--- src/sv/ptto_pkg.sv ---
// shared types and constants for the peer table with ttl and oldest eviction
package ptto_pkg;

   localparam int TableEntriesDef = 4;
   localparam int AddrW           = 32;
   localparam int PortW           = 16;
   localparam int TimeW           = 32;
   localparam int SlotW           = 2;
   localparam logic [TimeW-1:0] TtlReset = 32'd30000;

   typedef logic [SlotW-1:0] slot_type;

   typedef enum logic [1:0] {
      CMD_TOUCH  = 2'd0,
      CMD_FANOUT = 2'd1,
      CMD_QUERY  = 2'd2,
      CMD_CLEAR  = 2'd3
   } cmd_type;

   typedef enum logic [2:0] {
      RSP_TOUCH_HIT   = 3'd0,
      RSP_TOUCH_NEW   = 3'd1,
      RSP_TOUCH_EVICT = 3'd2,
      RSP_FANOUT_PEER = 3'd3,
      RSP_FANOUT_NONE = 3'd4,
      RSP_QUERY       = 3'd5,
      RSP_CLEARED     = 3'd6
   } rsp_status_type;

   typedef enum logic [2:0] {
      ST_IDLE,
      ST_SCAN,
      ST_COMMIT,
      ST_EMIT,
      ST_RESP
   } state_type;

   // controller to datapath
   typedef struct packed {
      logic start;
      logic clear_table;
      logic scan_step;
      logic commit_touch;
      logic emit_step;
      logic load_single;
   } ctl_cmd_type;

   // datapath to controller
   typedef struct packed {
      cmd_type cmd;
      logic    scan_last;
      logic    any_live;
      logic    emit_live;
      logic    out_free;
   } dp_stat_type;

endpackage

--- src/sv/ptto_datapath.sv ---
// table storage, shared scan unit and result register
module ptto_datapath #(
   parameter int TABLE_ENTRIES = ptto_pkg::TableEntriesDef
) (
   input  logic                       clock,
   input  logic                       reset,
   input  ptto_pkg::ctl_cmd_type      ctl,
   output ptto_pkg::dp_stat_type      stat,
   input  logic [1:0]                 req_command,
   input  logic [ptto_pkg::AddrW-1:0] req_addr,
   input  logic [ptto_pkg::PortW-1:0] req_port,
   input  logic [ptto_pkg::TimeW-1:0] req_now,
   input  logic                       csr_write,
   input  logic [ptto_pkg::TimeW-1:0] csr_value,
   input  logic                       rsp_ready,
   output logic                       rsp_valid,
   output logic [2:0]                 rsp_status,
   output logic [ptto_pkg::SlotW-1:0] rsp_slot,
   output logic [ptto_pkg::AddrW-1:0] rsp_addr,
   output logic [ptto_pkg::PortW-1:0] rsp_port,
   output logic                       rsp_connected,
   output logic                       rsp_last
);
   import ptto_pkg::*;

   localparam int IdxW = (TABLE_ENTRIES > 1) ? $clog2(TABLE_ENTRIES) : 1;
   localparam logic [IdxW-1:0] IdxLast = IdxW'(TABLE_ENTRIES - 1);

   logic [AddrW-1:0] addr_ff [TABLE_ENTRIES];
   logic [PortW-1:0] port_ff [TABLE_ENTRIES];
   logic [TimeW-1:0] seen_ff [TABLE_ENTRIES];

   cmd_type          cmd_ff;
   logic [AddrW-1:0] key_addr_ff;
   logic [PortW-1:0] key_port_ff;
   logic [TimeW-1:0] now_ff;
   logic [TimeW-1:0] ttl_ff;

   logic [IdxW-1:0]  idx_ff, idx_in;
   logic [TABLE_ENTRIES-1:0] live_ff;
   logic             hit_ff, free_ff;
   logic [IdxW-1:0]  hit_idx_ff, free_idx_ff, old_idx_ff;
   logic [TimeW-1:0] old_seen_ff;

   logic             out_valid_ff;
   rsp_status_type   out_status_ff;
   slot_type         out_slot_ff;
   logic [AddrW-1:0] out_addr_ff;
   logic [PortW-1:0] out_port_ff;
   logic             out_conn_ff, out_last_ff;

   logic [AddrW-1:0] cur_addr;
   logic [PortW-1:0] cur_port;
   logic [TimeW-1:0] cur_seen, cur_age;
   logic             cur_live, cur_match, out_free;
   logic [IdxW-1:0]  target;
   rsp_status_type   touch_status;
   logic [TABLE_ENTRIES-1:0] live_below, live_above, live_others;

   // one entry per cycle through the shared compare unit
   always_comb begin
      cur_addr  = addr_ff[idx_ff];
      cur_port  = port_ff[idx_ff];
      cur_seen  = seen_ff[idx_ff];
      cur_age   = now_ff - cur_seen;
      cur_live  = (cur_port != '0) && (cur_age <= ttl_ff);
      cur_match = (cur_port == key_port_ff) && (cur_addr == key_addr_ff);
      out_free  = !out_valid_ff || rsp_ready;
      idx_in    = (idx_ff == IdxLast) ? '0 : idx_ff + IdxW'(1);
      if (hit_ff) begin
         target       = hit_idx_ff;
         touch_status = RSP_TOUCH_HIT;
      end else if (free_ff) begin
         target       = free_idx_ff;
         touch_status = RSP_TOUCH_NEW;
      end else begin
         target       = old_idx_ff;
         touch_status = RSP_TOUCH_EVICT;
      end
      for (int j = 0; j < TABLE_ENTRIES; j++) begin
         live_below[j]  = live_ff[j] && (IdxW'(j) < idx_ff);
         live_above[j]  = live_ff[j] && (IdxW'(j) > idx_ff);
         live_others[j] = live_ff[j] && (IdxW'(j) != target);
      end
   end

   assign stat.cmd       = cmd_ff;
   assign stat.scan_last = (idx_ff == IdxLast);
   assign stat.any_live  = cur_live || (|live_below);
   assign stat.emit_live = live_ff[idx_ff];
   assign stat.out_free  = out_free;

   // table entries
   always_ff @(posedge clock) begin
      if (reset) begin
         for (int j = 0; j < TABLE_ENTRIES; j++) begin
            addr_ff[j] <= '0;
            port_ff[j] <= '0;
            seen_ff[j] <= '0;
         end
      end else if (ctl.clear_table) begin
         for (int j = 0; j < TABLE_ENTRIES; j++) begin
            port_ff[j] <= '0;
         end
      end else if (ctl.commit_touch) begin
         addr_ff[target] <= key_addr_ff;
         port_ff[target] <= key_port_ff;
         seen_ff[target] <= now_ff;
      end else if (ctl.scan_step && cmd_ff == CMD_FANOUT && !cur_live) begin
         // expired entries drop out
         port_ff[idx_ff] <= '0;
      end
   end

   // item capture and scan bookkeeping
   always_ff @(posedge clock) begin
      if (reset) begin
         ttl_ff <= TtlReset;
         idx_ff <= '0;
         cmd_ff <= CMD_TOUCH;
      end else begin
         if (csr_write) begin
            ttl_ff <= csr_value;
         end
         if (ctl.start) begin
            idx_ff <= '0;
            cmd_ff <= cmd_type'(req_command);
         end else if (ctl.scan_step || ctl.emit_step) begin
            idx_ff <= idx_in;
         end
      end
   end

   always_ff @(posedge clock) begin
      if (ctl.start) begin
         key_addr_ff <= req_addr;
         key_port_ff <= req_port;
         now_ff      <= req_now;
         hit_ff      <= 1'b0;
         free_ff     <= 1'b0;
      end else if (ctl.scan_step) begin
         live_ff[idx_ff] <= cur_live;
         if (cur_match && !hit_ff) begin
            hit_ff     <= 1'b1;
            hit_idx_ff <= idx_ff;
         end
         if (cur_port == '0 && !free_ff) begin
            free_ff     <= 1'b1;
            free_idx_ff <= idx_ff;
         end
         if (idx_ff == '0 || cur_seen < old_seen_ff) begin
            old_idx_ff  <= idx_ff;
            old_seen_ff <= cur_seen;
         end
      end
   end

   // result register
   always_ff @(posedge clock) begin
      if (reset) begin
         out_valid_ff <= 1'b0;
      end else if (ctl.commit_touch || ctl.load_single ||
                   (ctl.emit_step && live_ff[idx_ff])) begin
         out_valid_ff <= 1'b1;
      end else if (rsp_ready) begin
         out_valid_ff <= 1'b0;
      end
   end

   always_ff @(posedge clock) begin
      if (ctl.commit_touch) begin
         out_status_ff <= touch_status;
         out_slot_ff   <= slot_type'(target);
         out_addr_ff   <= '0;
         out_port_ff   <= '0;
         // written entry is live exactly when its port is nonzero
         out_conn_ff   <= (|live_others) || (key_port_ff != '0);
         out_last_ff   <= 1'b1;
      end else if (ctl.load_single) begin
         unique case (cmd_ff)
            CMD_QUERY:  out_status_ff <= RSP_QUERY;
            CMD_FANOUT: out_status_ff <= RSP_FANOUT_NONE;
            default:    out_status_ff <= RSP_CLEARED;
         endcase
         out_slot_ff <= '0;
         out_addr_ff <= '0;
         out_port_ff <= '0;
         out_conn_ff <= (cmd_ff == CMD_QUERY) && (|live_ff);
         out_last_ff <= 1'b1;
      end else if (ctl.emit_step && live_ff[idx_ff]) begin
         out_status_ff <= RSP_FANOUT_PEER;
         out_slot_ff   <= slot_type'(idx_ff);
         out_addr_ff   <= cur_addr;
         out_port_ff   <= cur_port;
         out_conn_ff   <= 1'b1;
         out_last_ff   <= !(|live_above);
      end
   end

   assign rsp_valid     = out_valid_ff;
   assign rsp_status    = out_status_ff;
   assign rsp_slot      = out_slot_ff;
   assign rsp_addr      = out_addr_ff;
   assign rsp_port      = out_port_ff;
   assign rsp_connected = out_conn_ff;
   assign rsp_last      = out_last_ff;

`ifndef SYNTH
   a_commit_loads: assert property (@(posedge clock) disable iff (reset)
      ctl.commit_touch |=> out_valid_ff && out_last_ff)
      else $error("touch commit did not load a final result");
   a_single_loads: assert property (@(posedge clock) disable iff (reset)
      ctl.load_single |=> out_valid_ff && out_last_ff && out_slot_ff == '0)
      else $error("single result not loaded");
   a_peer_connected: assert property (@(posedge clock) disable iff (reset)
      out_valid_ff && out_status_ff == RSP_FANOUT_PEER |-> out_conn_ff)
      else $error("fanout peer reported without connected");
`endif

endmodule

--- src/sv/ptto_ctrl.sv ---
// sequencing state machine for scan, commit and result walk
module ptto_ctrl (
   input  logic                  clock,
   input  logic                  reset,
   input  logic                  req_valid,
   input  logic [1:0]            req_command,
   output logic                  req_ready,
   input  ptto_pkg::dp_stat_type stat,
   output ptto_pkg::ctl_cmd_type ctl
);
   import ptto_pkg::*;

   state_type state_ff, state_in;

   always_ff @(posedge clock) begin
      if (reset) begin
         state_ff <= ST_IDLE;
      end else begin
         state_ff <= state_in;
      end
   end

   always_comb begin
      state_in  = state_ff;
      ctl       = '0;
      req_ready = 1'b0;
      unique case (state_ff)
         ST_IDLE: begin
            // nothing is taken while reset is held
            req_ready = !reset;
            if (req_valid && !reset) begin
               ctl.start = 1'b1;
               if (cmd_type'(req_command) == CMD_CLEAR) begin
                  ctl.clear_table = 1'b1;
                  state_in        = ST_RESP;
               end else begin
                  state_in = ST_SCAN;
               end
            end
         end
         ST_SCAN: begin
            ctl.scan_step = 1'b1;
            if (stat.scan_last) begin
               unique case (stat.cmd)
                  CMD_TOUCH:  state_in = ST_COMMIT;
                  CMD_FANOUT: state_in = stat.any_live ? ST_EMIT : ST_RESP;
                  default:    state_in = ST_RESP;
               endcase
            end
         end
         ST_COMMIT: begin
            if (stat.out_free) begin
               ctl.commit_touch = 1'b1;
               state_in         = ST_IDLE;
            end
         end
         ST_EMIT: begin
            // dead slots are skipped without waiting on the output
            if (stat.out_free || !stat.emit_live) begin
               ctl.emit_step = 1'b1;
               if (stat.scan_last) begin
                  state_in = ST_IDLE;
               end
            end
         end
         ST_RESP: begin
            if (stat.out_free) begin
               ctl.load_single = 1'b1;
               state_in        = ST_IDLE;
            end
         end
         default: state_in = ST_IDLE;
      endcase
   end

`ifndef SYNTH
   a_start_leaves_idle: assert property (@(posedge clock) disable iff (reset)
      ctl.start |=> state_ff != ST_IDLE)
      else $error("accepted transfer left controller idle");
   a_one_output_cmd: assert property (@(posedge clock) disable iff (reset)
      $onehot0({ctl.commit_touch, ctl.emit_step, ctl.load_single}))
      else $error("more than one output command");
   a_touch_commits: assert property (@(posedge clock) disable iff (reset)
      state_ff == ST_SCAN && stat.scan_last && stat.cmd == CMD_TOUCH
      |=> state_ff == ST_COMMIT)
      else $error("touch scan did not go to commit");
`endif

endmodule

--- src/sv/peer_table_ttl_oldest_evict_top.sv ---
// top level of the peer table with ttl expiry and oldest-entry eviction
//
//  channel  dir  handshake              payload
//  req      in   req_tvalid/req_tready  tdata: peer_addr, peer_port_in, now_ms; tuser: command
//  rsp      out  rsp_tvalid/rsp_tready  tdata: slot, dest_addr, dest_port, connected;
//                                       tuser: status; tlast: last
//  csr      in   csr_valid/csr_ready    csr_data: ttl_ms
//
// touch, query and fanout first scan every entry, one entry per cycle through the
// shared age and match compare; a fanout with live peers then walks the table to
// emit its results, and clear takes no scan.
// synchronous reset empties the table with zero addresses and times, ttl 30000.
// req_tready is low while an item is in work; a stalled result holds its register.
module peer_table_ttl_oldest_evict_top #(
   parameter int TABLE_ENTRIES = ptto_pkg::TableEntriesDef
) (
   input  logic        clock,
   input  logic        reset,
   input  logic        req_tvalid,
   output logic        req_tready,
   input  logic [79:0] req_tdata,   // peer_addr[31:0], peer_port_in[47:32], now_ms[79:48]
   input  logic [1:0]  req_tuser,   // command[1:0]
   output logic        rsp_tvalid,
   input  logic        rsp_tready,
   output logic [55:0] rsp_tdata,   // slot[1:0], dest_addr[33:2], dest_port[49:34],
                                    // connected[50], zero[55:51]
   output logic [2:0]  rsp_tuser,   // status[2:0]
   output logic        rsp_tlast,
   input  logic        csr_valid,
   output logic        csr_ready,
   input  logic [31:0] csr_data
);
   import ptto_pkg::*;

   ctl_cmd_type      ctl;
   dp_stat_type      stat;
   slot_type         rsp_slot;
   logic [AddrW-1:0] rsp_addr;
   logic [PortW-1:0] rsp_port;
   logic             rsp_connected;

   assign csr_ready = !reset;

   ptto_ctrl u_ctrl (
      .clock       (clock),
      .reset       (reset),
      .req_valid   (req_tvalid),
      .req_command (req_tuser),
      .req_ready   (req_tready),
      .stat        (stat),
      .ctl         (ctl)
   );

   ptto_datapath #(
      .TABLE_ENTRIES (TABLE_ENTRIES)
   ) u_datapath (
      .clock         (clock),
      .reset         (reset),
      .ctl           (ctl),
      .stat          (stat),
      .req_command   (req_tuser),
      .req_addr      (req_tdata[31:0]),
      .req_port      (req_tdata[47:32]),
      .req_now       (req_tdata[79:48]),
      .csr_write     (csr_valid),
      .csr_value     (csr_data),
      .rsp_ready     (rsp_tready),
      .rsp_valid     (rsp_tvalid),
      .rsp_status    (rsp_tuser),
      .rsp_slot      (rsp_slot),
      .rsp_addr      (rsp_addr),
      .rsp_port      (rsp_port),
      .rsp_connected (rsp_connected),
      .rsp_last      (rsp_tlast)
   );

   assign rsp_tdata = {5'b0, rsp_connected, rsp_port, rsp_addr, rsp_slot};

endmodule
--- config.mk ---
export PLATFORM = sky130hd
export DESIGN_NAME = peer_table_ttl_oldest_evict_top
export DESIGN_NICKNAME = d
export VERILOG_FILES = /design/src/sv/ptto_pkg.sv /design/src/sv/ptto_datapath.sv /design/src/sv/ptto_ctrl.sv /design/src/sv/peer_table_ttl_oldest_evict_top.sv
export SDC_FILE = /design/constraint.sdc
export NUM_CORES = 1
export LEC_CHECK = 0
export ABC_CLOCK_PERIOD_IN_PS = 12100
export BUFFER_PORTS_ARGS = -buffer_cell sky130_fd_sc_hd__buf_2
export CAP_MARGIN = 20
export CELL_PAD_IN_SITES_DETAIL_PLACEMENT = 0
export CELL_PAD_IN_SITES_GLOBAL_PLACEMENT = 1
export CORE_ASPECT_RATIO = 1.1
export CORE_UTILIZATION = 50
export CTS_BUF_LIST = sky130_fd_sc_hd__clkbuf_4 sky130_fd_sc_hd__clkbuf_8 sky130_fd_sc_hd__clkbuf_16
export CTS_CLUSTER_SIZE = 8
export DETAILED_ROUTE_END_ITERATION = 8
export PLACE_DENSITY_LB_ADDON = 0.1
export SKIP_CTS_REPAIR_TIMING = 1
export SYNTH_ARGS = -nofsm -noshare
export SYNTH_HDL_FRONTEND = slang
export SYNTH_HIERARCHICAL = 1
export SYNTH_SLANG_ARGS = --single-unit
--- constraint.sdc ---
create_clock -name clock -period 12.1 [get_ports clock]
set_input_delay 3.025 -clock clock [delete_from_list [all_inputs] [get_ports clock]]
set_output_delay 3.025 -clock clock [all_outputs]
set_load 0.01 [all_outputs]
==> run metrics, run 1 <==
Seq cells post-synth 541; CTS tree yes; R2R Path End u_ctrl/state_ff[2]$_SDFFE_PP0P_; count of final max-slew check failures 0; startpoint types primary input; DP Worst Slack ~4400 ps; CP max FO 45; status complete, no violations; clk sinks 541; sequential area share after synthesis 0.6037; detailed placement HPWL 37990 um; Critical Path End Type primary output; Initial Utilization 0.5059; crit path DAT 4110 ps; worst-margin pin slew 1090 ps; fraction of registers with async set/reset 0; R2R setup slack approximately 5400 ps; EDFF count, synth ~450; top cell type by total area after synthesis edfxtp_1; clock-pin slew on the worst setup and hold paths approximately 50 ps; Syn. warnings 6; period utilization 0.5896; vias in the first global route between 15000 and 20000; die width around 220 um; Die Height roughly 240 um; Power Density ~160 nW/um^2; CORE AREA 50140 um^2; share of cells above drive strength 1 0.2034; Global Route Usage Sum 0.2344; P&R area growth vs syn 15.65%; first element of the critical path reset; Netlist cell types 72; Setup Crit Path Kind primary input to primary output; Layout Nets between 2000 and 2500; Vias between 15000 and 20000; post-layout min period 7135 ps; Fin. Hold Viols 0; post-synth top area share 0.5303; commonest non-fill, non-tap cell in the layout edfxtp_1; buffers from clock root to sink, at most 3; First-pass DRT Iterations 5; initial antenna violation count 0; post-DR wirelength/cell roughly 21 um; R2R depth 23; Top-Level Pins around 180; CTS root buffer clkbuf_16; H-tree depth 3; most frequent cells in the layout edfxtp_1, and2_1, buf_2; Tightest Hold Check Type register to register; Worst IR Drop VDD ~0.00012 V; top cells by area, synth edfxtp_1, and2_1, dfxtp_1; Clock Skews ~27 ps; Num CTS Buffers 78; RSZ-0062 raised after global routing no; row cnt 86; first-pass GRT wire length about 90000 um; die area 51640 um^2; Design Power 4.834 mW; Starting DRT DRC Count 982; RePlAce Congestion about 0.82; DRC errors left 0; Leak roughly 12 nW; Buffers on Ports 176; antenna-violating nets left 0; hold path depth 2; Hold Path End u_datapath/rsp_port[15]$_SDFFE_PP0P_; Slew HR 0.2735; Synth Flop Type edfxtp_1; drt via density 5.486; Congestion Overflow GR 0; HP Start u_datapath/rsp_port[15]$_SDFFE_PP0P_; Mean Syn Cell Area about 13 um^2; Antenna Diode Count 0; Post-Synthesis Cells roughly 1900; latest clock arrival within the worst-skew pair 610 ps; setup TNS 0 ps; total wire length a little under 60000 um; Max Clock Freq roughly 140 MHz; max cap viols 0; final worst setup slack slightly below 5000 ps; Final setup violation count 0; Worst Path Required about 9000 ps; pin count of the biggest net entering global routing 80; post-synthesis cell area between 20000 and 30000 um^2
## routing by layer
layer / part of all wire / GRT usage
met5: 0 / 0
met1: 0.45 / 0.3255
met3: 0.049 / 0.03620
met4: 0.017 / 0.06808
met2: 0.48 / 0.3826
## per-stage QoR
step | std cells | hold WS, ps | util | cell area, um^2
global route | 2818 | 464.0 | 0.5851 | 29340
finish | 2818 | 449.9 | 0.5851 | 29340
CTS | 2817 | 454.1 | 0.5847 | 29320
detailed placement | 2682 | 447.4 | 0.5359 | 26870
global placement | 2682 | 443.6 | 0.5359 | 26870
floorplan | 1915 | 460.4 | - | 25380
## kinds of logic (layout without fill, tap and decap cells)
family | Yosys count | in the layout | share of synthesized area
simple gates | 647 | 647 | 0.1415
flops | 541 | 541 | 0.6037
compound gates | 233 | 233 | 0.05894
buf+inv | 202 | 445 | 0.03453
mux | 112 | 112 | 0.08533
fa+ha+maj | 102 | 102 | 0.05061
xor+xnor | 73 | 73 | 0.02520
other cells | 1 | 5 | 0.0001478
## registers in the layout, indices dropped and copies added, names as in the netlist, 2 cells and up, named ones only
name                    count
u_ctrl/state_ff             3
u_datapath/addr_ff        128
u_datapath/cmd_ff           2
u_datapath/free_idx_ff      2
u_datapath/hit_idx_ff       2
u_datapath/idx_ff           2
u_datapath/key_addr_ff     32
u_datapath/key_port_ff     16
u_datapath/live_ff          4
u_datapath/now_ff          32
u_datapath/old_idx_ff       2
u_datapath/old_seen_ff     32
u_datapath/port_ff         64
u_datapath/rsp_addr        32
u_datapath/rsp_port        16
u_datapath/rsp_slot         2
u_datapath/rsp_status       3
u_datapath/seen_ff        128
u_datapath/ttl_ff          32
## area by class of cell
type / count / area (um^2)
fillers: 4117 / 20810
clock inverters: 7 / 102.6
clock buffers: 128 / 2345
inverters: 112 / 420.4
multi-input cells: 1172 / 9263
well taps: 660 / 825.8
repair buffers: 198 / 1059
flip-flops and latches: 541 / 15320
## worst max-delay path by stage
stage                                                    endpoint  depth (start not counted)
after floorplan                u_datapath/addr_ff[3][0]$_DFFE_PP_                          5
after global placement    u_datapath/seen_ff[1][18]$_SDFFCE_PN0P_                         11
after detailed placement  u_datapath/seen_ff[1][20]$_SDFFCE_PN0P_                         11
after CTS                                              req_tready                          3
after global routing      u_datapath/seen_ff[1][20]$_SDFFCE_PN0P_                         11
final                                                  req_tready                          3
## cells in the mapped netlist (all sizes together), types with 34 or more instances
cell      n
edfxtp  448
and2    320
nand2   128
inv     111
ha      101
dfxtp    93
a21oi    90
mux4     81
xnor2    63
nor2     62
clkbuf   56
a21o     45
buf      34
## critical path, cell delays in order
cell and delay, ps:
buf_2 750, nor4_1 140, buf_2 200
## where the power goes
part           switching (mW)  internal [mW]  leakage, nW
clock network           0.794           1.32         1.24
logic                   0.313          0.226         5.06
registers              0.0553           2.12         5.25
total                    1.16           3.67         11.6
No activity file was read; power rests on OpenSTA's default activity.
==> run 2, diff against run 1 <==
ABC_CLOCK_PERIOD_IN_PS = 6020   (was 12100)
CORE_UTILIZATION = 45   (was 50)
clock period = 6.02 ns   (was 12.1 ns; I/O delays follow)
==> run 2 against run 1 <==
  * Global-route usage is 0.94 points lower
  * Die area is 11% higher
  * Combinational power grew 110%
  * Via count rose by 1.2%
  * Clock power rose by 110%
  * Largest power group is now the clock network
  * Sequential power grew 100%
  * Setup slack worse by 4700 ps
  * Design area up 1.6%
==> run metrics, run 2 (synthesis results as in run 1) <==
status complete, no violations; DRC errors left 0; Hold Worst Slack roughly 450 ps; Congestion Overflow GR 0; CORE AREA 55290 um^2; Largest regs u_datapath/addr_ff: 128 flops, u_datapath/seen_ff: 128 flops, u_datapath/port_ff: 64 flops; R2R Path End u_ctrl/state_ff[2]$_SDFFE_PP0P_; initial antenna violation count 1; Clock Skews roughly 37 ps; Max Clock Freq approximately 170 MHz; Fin. Hold Viols 0; Filler cells approximately 4600; Num CTS Buffers approximately 80; most frequent cells in the layout edfxtp_1, and2_1, buf_2; Power Density roughly 330 nW/um^2; Hold Path End u_datapath/rsp_port[6]$_SDFFE_PP0P_; Worst Path Required about 6600 ps; Final setup violation count 0; DP Area roughly 27000 um^2; Starting DRT DRC Count around 1100; R2R depth 24; CP max FO 11; vias in the first global route around 16000; worst-margin pin slew between 1000 and 1500 ps; antenna-violating nets left 0; commonest non-fill, non-tap cell in the layout edfxtp_1; Top-Level Pins around 180; area of the multi-input gates ~9300 um^2; Vias between 15000 and 20000; count of final max-slew check failures 0; pin count of the biggest net entering global routing 80; Slowest-stage cell, CP mux4_2; detailed placement HPWL about 40000 um; max cap viols 0; CTS root buffer clkbuf_16; die width 228.4 um; period utilization 0.9505; first-pass GRT wire length roughly 97000 um; post-layout min period about 5700 ps; hold path depth 2; CTS tree yes; clock-pin slew on the worst setup and hold paths about 50 ps; Global Route Usage Sum 0.2249; startpoint types register; First-pass DRT Iterations 5; H-tree depth 3; Critical Path End Type register; P&R area growth vs syn 17.51%; slowest stage delay, CP 540 ps; die area ~57000 um^2; Layout Nets approximately 2300; Antenna Diode Count 0; Buffers on Ports 176; Tightest Hold Check Type register to register; number of placed cells counting well taps approximately 2800; HP Start u_datapath/rsp_port[6]$_SDFFE_PP0P_; Leak roughly 12 nW; share of cells above drive strength 1 0.2148; Initial Utilization 0.4588; non-filler cells, final 2919; Setup Crit Path Kind register to register; drt via density between 5 and 6; post-DR wirelength/cell between 20 and 25 um; worst-path cell chain buf_12, mux4_2, inv_1, ha_1, a21o_1, a21o_1, o21ai_1, nand4_1, a31o_1, o41a_1, or4_1, nand3_1, ha_1, nand4_1, or3_1, nor2_1, o21ai_0, a21boi_1, buf_4, o21ai_1, nor2b_1, o21a_1, o211ai_1, a21oi_1; RePlAce Congestion 0.8418; latest clock arrival within the worst-skew pair between 600 and 700 ps; buffers from clock root to sink, at most 3; Die Height between 200 and 300 um; crit path DAT around 6300 ps; row cnt 90; final worst setup slack 298.3 ps; R2R setup slack between 200 and 300 ps; DP Worst Slack ~130 ps; Worst IR Drop VDD ~0.00019 V; clk sinks roughly 540; total wire length around 64000 um; Storage cell area between 15000 and 20000 um^2; setup TNS 0 ps; Design Area, Final between 20000 and 30000 um^2; Slew HR 0.2386
[run 2: changes by cell type in the layout (fill, tap and decap cells not counted), sizes merged]
cell | before | now
clkbuf | 128 | 139
inv | 113 | 114
buf | 198 | 213
clkinv | 6 | 4
[run 2: how the worst max path moves through the flow]
| stage | start | to | slack [ps] |
|---|---|---|---|
| floorplan | register | u_datapath/port_ff[0][0]$_SDFFCE_PN0P_ | 20 |
| global placement | register | u_ctrl/state_ff[2]$_SDFFE_PP0P_ | 250 |
| detailed placement | register | u_ctrl/state_ff[2]$_SDFFE_PP0P_ | 130 |
| CTS | register | u_ctrl/state_ff[2]$_SDFFE_PP0P_ | 70 |
| global route | register | u_ctrl/state_ff[2]$_SDFFE_PP0P_ | -20 |
| finish | register | u_ctrl/state_ff[2]$_SDFFE_PP0P_ | 300 |
[run 2: worst max-delay path, delay by kind of cell, from the launching register on]
family / cells / cell delay, ps
compound gates: 11 / 2130
simple gates: 7 / 1620
mux: 1 / 540
flops: 1 / 460
buf+inv: 3 / 450
fa+ha+maj: 2 / 430
[run 2: metrics by stage]
step / power (mW) / util
after floorplan: 5.180 / -
after global placement: 5.563 / 0.4912
after detailed placement: 5.580 / 0.4914
after CTS: 9.988 / 0.5375
after global routing: 10.29 / 0.5391
final: 9.899 / 0.5391
[run 2: area by class of cell]
type | count | share of cell area
Clock buffer | 139 | 0.08222
Clock inverter | 6 | 0.003106
Inverter | 112 | 0.01410
Tap cell | 736 | 0.03089
Sequential cell | 541 | 0.5140
Timing Repair Buffer | 213 | 0.04302
Multi-Input combinational cell | 1172 | 0.3127
[run 2: power by group]
| part | internal, mW | switching [mW] | leakage, nW |
|---|---|---|---|
| clock network | 2.77 | 1.62 | 1.30 |
| registers | 4.26 | 0.108 | 5.25 |
| logic | 0.484 | 0.660 | 5.18 |
| total | 7.51 | 2.39 | 11.7 |
[run 2: metal layers]
metal  global-route usage  routed length (um)  up-vias
met1               0.3000               28310     7813
met4              0.07421                1391        2
li1                     -                   -     7347
met2               0.3767               31150      403
met3              0.03437                3033       84
met5                    0                  13        -
==> run 3, diff against run 2 <==
RECOVER_POWER = 25   (was not set)
==> run 3 against run 2 <==
  * Register-to-register slack about the same
  * Global-route usage is the same
  * Setup slack got worse by 0.78 ps
  * First-iteration DRC count barely moved
  * Core utilization about the same
  * Critical path depth stayed put
  * Die area stayed put
  * Via count is essentially flat
  * Hold slack about the same
  * Sequential share of layout area about the same
  * Design area barely moved
  * Flip-flop and latch count is the same
==> run metrics, run 3 (synthesis results as in run 1) <==
Die Height about 250 um; startpoint types register; period utilization 0.9506; pin count of the biggest net entering global routing 80; clk sinks 541; crit path DAT 6260 ps; initial antenna violation count 1; clock-pin slew on the worst setup and hold paths 50 ps; worst-margin pin slew roughly 1100 ps; total wire length 63940 um; CTS root buffer clkbuf_16; row cnt 90; Setup Crit Path Kind register to register; Worst IR Drop VDD around 0.00019 V; drt via density around 5.4; buffers from clock root to sink, at most 3; RePlAce Congestion roughly 0.84; H-tree depth 3; most frequent cells in the layout edfxtp_1, and2_1, buf_2; met2 wire length just over 30000 um; detailed placement HPWL approximately 40000 um; Largest regs u_datapath/addr_ff: 128 flops, u_datapath/seen_ff: 128 flops, u_datapath/port_ff: 64 flops; DR top layer met5; Critical Path End Type register; First-pass DRT Iterations 5; Leak roughly 12 nW; Initial Utilization 0.4588; setup TNS 0 ps; Fin. Hold Viols 0; share of cells above drive strength 1 0.2084; CORE AREA around 55000 um^2; metal3 WL ~3000 um; die width ~230 um; commonest non-fill, non-tap cell in the layout edfxtp_1; Final setup violation count 0; Buffers on Ports between 150 and 200; DRC errors left 0; Power Density 332.2 nW/um^2; Top-Level Pins roughly 180; vias in the first global route approximately 16000; max cap viols 0; post-DR wirelength/cell 21.90 um; post-layout min period about 5700 ps; count of final max-slew check failures 0; Layout Nets 2339; status complete, no violations; P&R area growth vs syn 17.45%; first-pass GRT wire length a little under 100000 um; Global Route Usage Sum 0.2249; Post-Route Utilization 0.5388; Clock Skews 37.05 ps; die area 57330 um^2; CTS tree yes; latest clock arrival within the worst-skew pair roughly 610 ps; Max Clock Freq between 150 and 200 MHz; Antenna Diode Count 0; antenna-violating nets left 0; CP max FO 11; Slew HR 0.2372; Hold Worst Slack 451.2 ps; met1 WL roughly 28000 um; Worst Path Required around 6600 ps; Num CTS Buffers just under 80; Vias 15660; Congestion Overflow GR 0; Tightest Hold Check Type register to register; Starting DRT DRC Count ~1100
## run 3: layout make-up
cell class,count,area (um^2)
Fill cell,4655,25500
Sequential cell,541,15320
Multi-Input combinational cell,1172,9320
Clock buffer,139,2451
Timing Repair Buffer,213,1265
Tap cell,736,920.9
Inverter,112,420.4
Clock inverter,6,92.59
## run 3: power breakdown
part	total (mW)	switching (mW)	leakage (nW)	internal, mW
clock	4.39	1.62	1.30	2.77
combinational	1.14	0.660	5.14	0.483
sequential	4.37	0.108	5.25	4.26
total	9.90	2.39	11.7	7.51
## run 3: critical path: stages (launching register included)
cell and delay (ps):
dfxtp_4 460, buf_12 190, mux4_2 540, inv_1 80, ha_1 280, a21o_1 230
a21o_1 190, o21ai_1 160, nand4_1 220, a31o_1 270, o41a_1 390, or4_1 420
nand3_1 100, ha_1 150, nand4_1 100, or3_1 400, nor2_1 170, o21ai_0 160
a21boi_1 290, buf_4 170, o21ai_1 80, nor2b_1 210, o21a_1 130, o211ai_1 90
a21oi_1 140
## run 3: path summary, 6_finish.rpt
check	from	slack, ps	endpoint	depth (start not counted)
worst max-delay path	register	300	u_ctrl/state_ff[2]$_SDFFE_PP0P_	24
worst min-delay path	u_datapath/rsp_port[6]$_SDFFE_PP0P_	450	u_datapath/rsp_port[6]$_SDFFE_PP0P_	2
worst max register to register	register	300	u_ctrl/state_ff[2]$_SDFFE_PP0P_	24
worst min register to register	u_datapath/rsp_port[6]$_SDFFE_PP0P_	450	u_datapath/rsp_port[6]$_SDFFE_PP0P_	2
## run 3: metrics by stage
stage          cell area [um^2]  power, mW  cells  worst slack (ps)
3_5_place_dp              27170      5.580   2767             126.1
5_1_grt                   29790      10.29   2919            -17.91
3_3_place_gp              27160      5.563   2766             251.3
2_1_floorplan             25450      5.180   1915             16.92
6_report                  29790      9.898   2919             297.5
4_1_cts                   29720      9.988   2912             74.65
## run 3: metal layers
layer	up-vias	GRT usage
li1	7350	-
met1	7828	0.3000
met2	395	0.3767
met3	84	0.03437
met4	2	0.07421
met5	-	0
